===== src/rtl/hdlc_like_frame_receiver_defines.svh =====
// Assertion macros for the frame receiver RTL.
`ifndef HDLC_LIKE_FRAME_RECEIVER_DEFINES_SVH
`define HDLC_LIKE_FRAME_RECEIVER_DEFINES_SVH

// Combinational implication checked at every clock edge outside reset.
`define HLFR_ASSERT_NOW(lbl, clk, rst_n, ante, cons) \
	lbl: assert property (@(posedge clk) disable iff (!rst_n) (ante) |-> (cons)) \
		else $error("hlfr assertion failed");

// Implication that must hold in the cycle after the antecedent.
`define HLFR_ASSERT_NEXT(lbl, clk, rst_n, ante, cons) \
	lbl: assert property (@(posedge clk) disable iff (!rst_n) (ante) |=> (cons)) \
		else $error("hlfr assertion failed");

`endif


===== src/rtl/hlfr_pkg.sv =====
// Types and constants of the frame receiver.
package hlfr_pkg;

	localparam logic [7:0] FLAG_BYTE    = 8'h7E;
	localparam logic [7:0] ESC_BYTE     = 8'h7D;
	localparam logic [7:0] ESC_FLAG     = 8'h5E;
	localparam logic [7:0] CTL_RR       = 8'h05;
	localparam logic [7:0] CTL_REJ      = 8'h01;
	localparam logic [7:0] CHECK_MASK   = 8'h03;
	localparam int         SEQ_BIT      = 6;
	localparam int         RECV_BIT_POS = 7;

	typedef enum logic [1:0] {
		VERDICT_NEW      = 2'd0,
		VERDICT_DUP      = 2'd1,
		VERDICT_HDR_ERR  = 2'd2,
		VERDICT_DATA_ERR = 2'd3
	} hlfr_verdict_t;

	typedef enum logic {
		KIND_PAYLOAD = 1'b0,
		KIND_VERDICT = 1'b1
	} hlfr_kind_t;

	typedef struct packed {
		hlfr_kind_t    kind;
		logic [7:0]    payload_byte;
		hlfr_verdict_t verdict;
		logic [7:0]    response_control;
		logic [7:0]    response_check;
	} hlfr_result_t;

endpackage


===== src/rtl/hlfr_frame.sv =====
// Frame state: flag hunting, destuffing, header check, payload delay and verdict.
`include "hdlc_like_frame_receiver_defines.svh"

module hlfr_frame import hlfr_pkg::*; #(
	parameter int MAX_FRAME = 256
) (
	input  logic         clk,
	input  logic         arst_n,
	input  logic         step,
	input  logic [7:0]   byte_in,
	output logic         res_valid,
	output hlfr_result_t res
);

	localparam int CNT_W = $clog2(MAX_FRAME + 1);

	logic             in_frame_q, in_frame_d;
	logic             esc_q, esc_d;
	logic [CNT_W-1:0] cnt_q, cnt_d;
	logic [7:0]       addr_q, addr_d;
	logic [7:0]       ctl_q, ctl_d;
	logic             hdr_ok_q, hdr_ok_d;
	logic [7:0]       held_q, held_d;
	logic             held_valid_q, held_valid_d;
	logic [7:0]       xor_q, xor_d;
	logic             rbit_q, rbit_d;
	logic             ovf_q, ovf_d;

	logic             is_flag;
	logic             take;
	logic [7:0]       data;
	logic             seq_bit;
	hlfr_verdict_t    vd;
	logic [7:0]       rctl;

	always_comb begin
		is_flag = (byte_in == FLAG_BYTE);
		seq_bit = ctl_q[SEQ_BIT];

		if (cnt_q < CNT_W'(3) || !hdr_ok_q) begin
			vd = VERDICT_HDR_ERR;
		end else if (seq_bit == rbit_q) begin
			vd = VERDICT_DUP;
		end else if (!ovf_q && held_valid_q && xor_q == held_q) begin
			vd = VERDICT_NEW;
		end else begin
			vd = VERDICT_DATA_ERR;
		end
		rctl = (vd == VERDICT_NEW || vd == VERDICT_DUP) ? CTL_RR : CTL_REJ;
		rctl[RECV_BIT_POS] = rbit_q;

		in_frame_d   = in_frame_q;
		esc_d        = esc_q;
		cnt_d        = cnt_q;
		addr_d       = addr_q;
		ctl_d        = ctl_q;
		hdr_ok_d     = hdr_ok_q;
		held_d       = held_q;
		held_valid_d = held_valid_q;
		xor_d        = xor_q;
		rbit_d       = rbit_q;
		ovf_d        = ovf_q;
		res_valid    = 1'b0;
		res          = '0;
		take         = 1'b0;
		data         = byte_in;

		if (!in_frame_q) begin
			if (is_flag) begin
				in_frame_d = 1'b1;
			end
		end else if (is_flag) begin
			esc_d = 1'b0;
			if (cnt_q != '0) begin
				res_valid            = 1'b1;
				res.kind             = KIND_VERDICT;
				res.verdict          = vd;
				res.response_control = rctl;
				res.response_check   = CHECK_MASK ^ rctl;
				if (vd == VERDICT_NEW) begin
					rbit_d = ~rbit_q;
				end
				in_frame_d   = 1'b0;
				cnt_d        = '0;
				addr_d       = '0;
				ctl_d        = '0;
				hdr_ok_d     = 1'b0;
				held_d       = '0;
				held_valid_d = 1'b0;
				xor_d        = '0;
				ovf_d        = 1'b0;
			end
		end else if (esc_q) begin
			esc_d = 1'b0;
			take  = 1'b1;
			data  = (byte_in == ESC_FLAG) ? FLAG_BYTE : ESC_BYTE;
		end else if (byte_in == ESC_BYTE) begin
			esc_d = 1'b1;
		end else begin
			take = 1'b1;
		end

		if (take) begin
			if (ovf_q || cnt_q == CNT_W'(MAX_FRAME)) begin
				ovf_d = 1'b1;
			end else begin
				cnt_d = cnt_q + CNT_W'(1);
				if (cnt_q == CNT_W'(0)) begin
					addr_d = data;
				end else if (cnt_q == CNT_W'(1)) begin
					ctl_d = data;
				end else if (cnt_q == CNT_W'(2)) begin
					hdr_ok_d     = ((addr_q ^ ctl_q) == data);
					xor_d        = '0;
					held_valid_d = 1'b0;
				end else begin
					if (held_valid_q) begin
						xor_d = xor_q ^ held_q;
						if (hdr_ok_q) begin
							res_valid        = 1'b1;
							res.kind         = KIND_PAYLOAD;
							res.payload_byte = held_q;
						end
					end
					held_d       = data;
					held_valid_d = 1'b1;
				end
			end
		end
	end

	always_ff @(posedge clk or negedge arst_n) begin
		if (!arst_n) begin
			in_frame_q   <= 1'b0;
			esc_q        <= 1'b0;
			cnt_q        <= '0;
			addr_q       <= '0;
			ctl_q        <= '0;
			hdr_ok_q     <= 1'b0;
			held_q       <= '0;
			held_valid_q <= 1'b0;
			xor_q        <= '0;
			rbit_q       <= 1'b1;
			ovf_q        <= 1'b0;
		end else if (step) begin
			in_frame_q   <= in_frame_d;
			esc_q        <= esc_d;
			cnt_q        <= cnt_d;
			addr_q       <= addr_d;
			ctl_q        <= ctl_d;
			hdr_ok_q     <= hdr_ok_d;
			held_q       <= held_d;
			held_valid_q <= held_valid_d;
			xor_q        <= xor_d;
			rbit_q       <= rbit_d;
			ovf_q        <= ovf_d;
		end
	end

	`HLFR_ASSERT_NOW(a_esc_in_frame, clk, arst_n, !in_frame_q, !esc_q && cnt_q == '0)
	`HLFR_ASSERT_NOW(a_cnt_bound, clk, arst_n, 1'b1, cnt_q <= CNT_W'(MAX_FRAME))
	`HLFR_ASSERT_NOW(a_held_cnt, clk, arst_n, held_valid_q, cnt_q > CNT_W'(3))
	`HLFR_ASSERT_NOW(a_ovf_full, clk, arst_n, ovf_q, cnt_q == CNT_W'(MAX_FRAME))

endmodule


===== src/rtl/hlfr_outreg.sv =====
// Result register between the frame logic and the result channel.
module hlfr_outreg import hlfr_pkg::*; (
	input  logic         clk,
	input  logic         arst_n,
	input  logic         load_valid,
	input  hlfr_result_t load_data,
	output logic         can_load,
	output logic         valid,
	input  logic         stall,
	output hlfr_result_t data
);

	logic         valid_q;
	hlfr_result_t data_q;

	assign can_load = !valid_q || !stall;
	assign valid    = valid_q;
	assign data     = data_q;

	always_ff @(posedge clk or negedge arst_n) begin
		if (!arst_n) begin
			valid_q <= 1'b0;
		end else if (can_load) begin
			valid_q <= load_valid;
		end
	end

	always_ff @(posedge clk) begin
		if (can_load && load_valid) begin
			data_q <= load_data;
		end
	end

endmodule


===== src/rtl/hdlc_like_frame_receiver.sv =====
// Top level of the byte-stuffed frame receiver with stop-and-wait reply.
//  channel  dir   handshake             payload
//  rx       in    rx_valid / rx_stall   rx_byte
//  res      out   res_valid / res_stall kind, payload_byte, verdict,
//                                       response_control, response_check
// One byte per cycle while rx_stall is low: input register, one pass of frame logic, result register.
// An rx byte passes the input register, then the result register; a byte yields zero or one result.
// Reset clears frame state and sets the receive bit to one.
// rx_stall rises only while the input register holds a byte and the result
// register is full and stalled.
module hdlc_like_frame_receiver import hlfr_pkg::*; #(
	parameter int MAX_FRAME = 256
) (
	input  logic       clk,
	input  logic       arst_n,
	input  logic       rx_valid,
	output logic       rx_stall,
	input  logic [7:0] rx_byte,
	output logic       res_valid,
	input  logic       res_stall,
	output logic       kind,
	output logic [7:0] payload_byte,
	output logic [1:0] verdict,
	output logic [7:0] response_control,
	output logic [7:0] response_check
);

	logic         valid_s1;
	logic [7:0]   byte_s1;
	logic         can_load;
	logic         step;
	logic         fr_valid;
	hlfr_result_t fr_res;
	hlfr_result_t out_res;

	assign step     = valid_s1 && can_load;
	assign rx_stall = valid_s1 && !can_load;

	always_ff @(posedge clk or negedge arst_n) begin
		if (!arst_n) begin
			valid_s1 <= 1'b0;
		end else if (!rx_stall) begin
			valid_s1 <= rx_valid;
		end
	end

	always_ff @(posedge clk) begin
		if (rx_valid && !rx_stall) begin
			byte_s1 <= rx_byte;
		end
	end

	hlfr_frame #(
		.MAX_FRAME(MAX_FRAME)
	) u_frame (
		.clk      (clk),
		.arst_n   (arst_n),
		.step     (step),
		.byte_in  (byte_s1),
		.res_valid(fr_valid),
		.res      (fr_res)
	);

	hlfr_outreg u_outreg (
		.clk       (clk),
		.arst_n    (arst_n),
		.load_valid(step && fr_valid),
		.load_data (fr_res),
		.can_load  (can_load),
		.valid     (res_valid),
		.stall     (res_stall),
		.data      (out_res)
	);

	assign kind             = out_res.kind;
	assign payload_byte     = out_res.payload_byte;
	assign verdict          = out_res.verdict;
	assign response_control = out_res.response_control;
	assign response_check   = out_res.response_check;

endmodule


===== config.mk =====
export PLATFORM = sky130hd
export DESIGN_NAME = hdlc_like_frame_receiver
export DESIGN_NICKNAME = d
export VERILOG_FILES = /design/src/rtl/hlfr_pkg.sv /design/src/rtl/hlfr_frame.sv /design/src/rtl/hlfr_outreg.sv /design/src/rtl/hdlc_like_frame_receiver.sv
export VERILOG_INCLUDE_DIRS = /design/src /design/src/rtl
export SDC_FILE = /design/constraint.sdc
export NUM_CORES = 1
export LEC_CHECK = 0
export ABC_AREA = 0
export BUFFER_PORTS_ARGS = -buffer_cell sky130_fd_sc_hd__buf_2
export CORE_AREA = 2 2 91 115
export CTS_CLUSTER_DIAMETER = 120
export DETAILED_ROUTE_END_ITERATION = 8
export DIE_AREA = 0 0 93 117
export PLACE_DENSITY = 0.57
export SETUP_SLACK_MARGIN = 0.5
export SLEW_MARGIN = 10
export SYNTH_ARGS = -nofsm -noshare
export SYNTH_HDL_FRONTEND = slang
export SYNTH_SLANG_ARGS = --single-unit
export TNS_END_PERCENT = 30

===== constraint.sdc =====
create_clock -name clk -period 3.26 [get_ports clk]
set_input_delay 0.163 -clock clk [delete_from_list [all_inputs] [get_ports clk]]
set_output_delay 0.163 -clock clk [all_outputs]
set_load 0.005 [all_outputs]

==> flow_summary.ini <==
[critical_path]
slowest_stage = edfxtp_1
required_ns = 3.29
crit_family = simple AND/OR/NAND/NOR gates
worstPathMaxFanout = 14
slowest_delay_ns = 0.46
start_kind = flip-flop
critPathKind = reg2reg
r2r_slack_ns = 0.68
end_kind = flip-flop
path_cells = nand4b_1 > nor3_2 > nand3_1 > a32oi_1 > buf_4
arrival_ns = 2.61
critPathBufInv = 1

[clock_network]
cts_setup_buffers = 0
clockRootBuffer = clkbuf_16
path_clk_slew_ns = 0.06
cts_buffers = 9
cts_tree = done
clk_latency_ns = 0.34
h-tree-depth = 3
cts_sinks = 71
clock_path_buffers = 2

[global_route]
use_met2 = 0.266
grtUsageTotal = 0.162
grt_pass1_vias = 2785
busiest_layer = met2
use_met1 = 0.214
grt_overflow_total = 0
grtUsageMet3 = 0.0250
grt_pass1_wl_mm = 13.8
grt_max_degree = 30
antenna_found_initial = 0

[die]
num_rows = 41
die_w_um = 93
die_h_um = 117
io_pins = 41
dieArea_um2 = 10900
core-area_um2 = 9850
start_util = 0.382

[sta]
hold_viol = 0
min_period_ns = 2.58
worst_pin_slew_ns = 0.699
setup_viol = 0
finalClockSkew_ns = 0.00583
slew_viol_final = 0
rsz0062_at_grt = no
relSlewSlack = 0.534
setup_tns_ns = 0
post-route-period-util = 0.793
fmax_mhz = 387
timing.final.ws_setup_ns = 0.676

[cells_and_area]
design_area_um2 = 4390
fill_cells = 953
diodes = 0
layout-drive-gt1-share = 0.152
area_growth_syn_to_layout_pct = 16.8
final_util = 0.446
nNetsFinal = 426

[run_status]
status = finished, final reports clean

[power]
worst_ir_drop_vdd_v = 0.000280
power.density_nw_per_um2 = 631
power_w = 0.00277
cellLeakagePower_nw = 1.89

[route]
drt-vias-per-instance = 5.46
dr_total_vias = 2970
avgRoutedWirePerCell_um = 15.1
antenna_left = 0
route.detailed.drc = 0
drt_iter0_drc = 247
routed_wl_mm = 8.21
dr.pass1.iters = 6

[place]
placed_area_um2 = 3990
dp_hpwl_mm = 5.73
dp_slack_ns = 0.611
portBuffers = 30
place_congestion = 0.876

[logic_synthesis]
avgSynthCellArea_um2 = 10.1
synth_warnings = 0
async_flop_share = 0.690
syn_inst = 372
ys_seq_area_frac = 0.502
yosys-top-cells-area = dfrtp_1 (32%), edfxtp_1 (18%), nand3_1 (5.1%), o21ai_0 (4.9%), xor2_1 (2.8%)
ys_ff_latch = 71
synthTopCellsByCount = dfrtp_1 (48), nand3_1 (38), o21ai_0 (37)
synth_ff_type = dfrtp_1
synth_top_area_cell = dfrtp_1
synth_edf_count = 22
yosys.cell_types.count = 65
syn-cell-area_um2 = 3760
synth_top_area_share = 0.319
synth.most_common_cell = dfrtp_1

[run]
drv_cap = 0

[worst_hold_path]
hold_path.class = in2reg
## timing repair
| action | 4_1_cts | 5_1_grt |
|---|---|---|
| endpoints found under the hold margin | 34 | 0 |
| hold buffers | 8 | 0 |
| gates resized for setup | 0 | 1 |
| endpoints found under the setup margin | 0 | 8 |
## metrics by stage
stage | hold WS (ns) | cells
after floorplan | -0.133 | 381
after global placement | 0.244 | 520
after detailed placement | 0.254 | 520
after CTS | 0.0151 | 544
after global routing | 0.00597 | 544
final | 0.0128 | 544
## worst paths after layout
kind                                   start                 to  cells after the start
max                               byte_s1[7]  u_outreg.data[16]                      5
min                               rx_byte[4]         byte_s1[4]                      1
max reg2reg                       byte_s1[7]  u_outreg.data[16]                      5
min reg2reg                u_frame.addr_q[7]  u_frame.addr_q[7]                      2
max in group asynchronous             arst_n  u_frame.held_q[7]                      3
min in group asynchronous             arst_n           valid_s1                      2
## report_power, final
group	switching, W	leakage [nW]	internal (W)
clock	0.000385	0.150	0.000675
sequential	0.000173	0.846	0.00106
combinational	0.000262	0.894	0.000216
## cell type report
cell class                 count  area (µm²)  area share
timing repair buffer          43         268      0.0610
clock buffer                  10         229      0.0521
clock inverter                 6        92.6      0.0211
sequential                    71        1890       0.430
tap                          129         161      0.0367
multi-input combinational    269        1690       0.386
inverter                      16        60.1      0.0137
## cells in the final DEF (no fill, tap or decap), types with 3 or more instances in the layout
cell type	Yosys	final
dfrtp_1	48	48
nand3_1	38	38
o21ai_0	37	37
buf_2	5	30
edfxtp_1	22	22
nand2_1	21	21
inv_1	16	16
nor2_1	14	14
and2_1	13	13
xor2_1	12	12
a21oi_1	11	11
nor2b_1	10	10
conb_1	1	10
clkbuf_16	0	9
o21ai_1	8	8
dlygate4sd3_1	0	8
nor4_1	7	7
xnor2_1	6	6
nor3_1	5	5
a31oi_1	5	5
buf_4	13	5
or3_1	4	4
nand4_1	4	4
a22oi_1	4	4
ha_1	4	4
nand4b_1	3	3
nand2b_1	3	3
a21o_1	3	3
a211oi_1	3	3
and3_1	3	3
## flip-flops by register name, indices dropped and copies added (netlist names), 8 cells and up
register	count
u_outreg.data	14
u_frame.cnt_q	9
byte_s1	8
u_frame.addr_q	8
u_frame.ctl_q	8
u_frame.held_q	8
u_frame.xor_q	8
## layer usage
layer | vias up | share of wire
met2 | 116 | 0.49
met1 | 1415 | 0.44
met5 | - | 0
met3 | 20 | 0.047
li1 | 1419 | -
met4 | 0 | 0.022
## cells by family (layout without fill, tap and decap cells)
group	after synthesis	after routing	share of synthesized area
multiplexers	3	3	0.00865
buffers and inverters	41	75	0.0576
AND/OR/NAND/NOR	140	140	0.212
other	1	10	0.000997
XOR/XNOR	19	19	0.0479
AO/OA/AOI/OAI	93	93	0.157
adder cells (fa/ha/maj)	4	4	0.0133
flip-flops	71	71	0.502
Note: power is estimated with default switching activity, not from simulation.
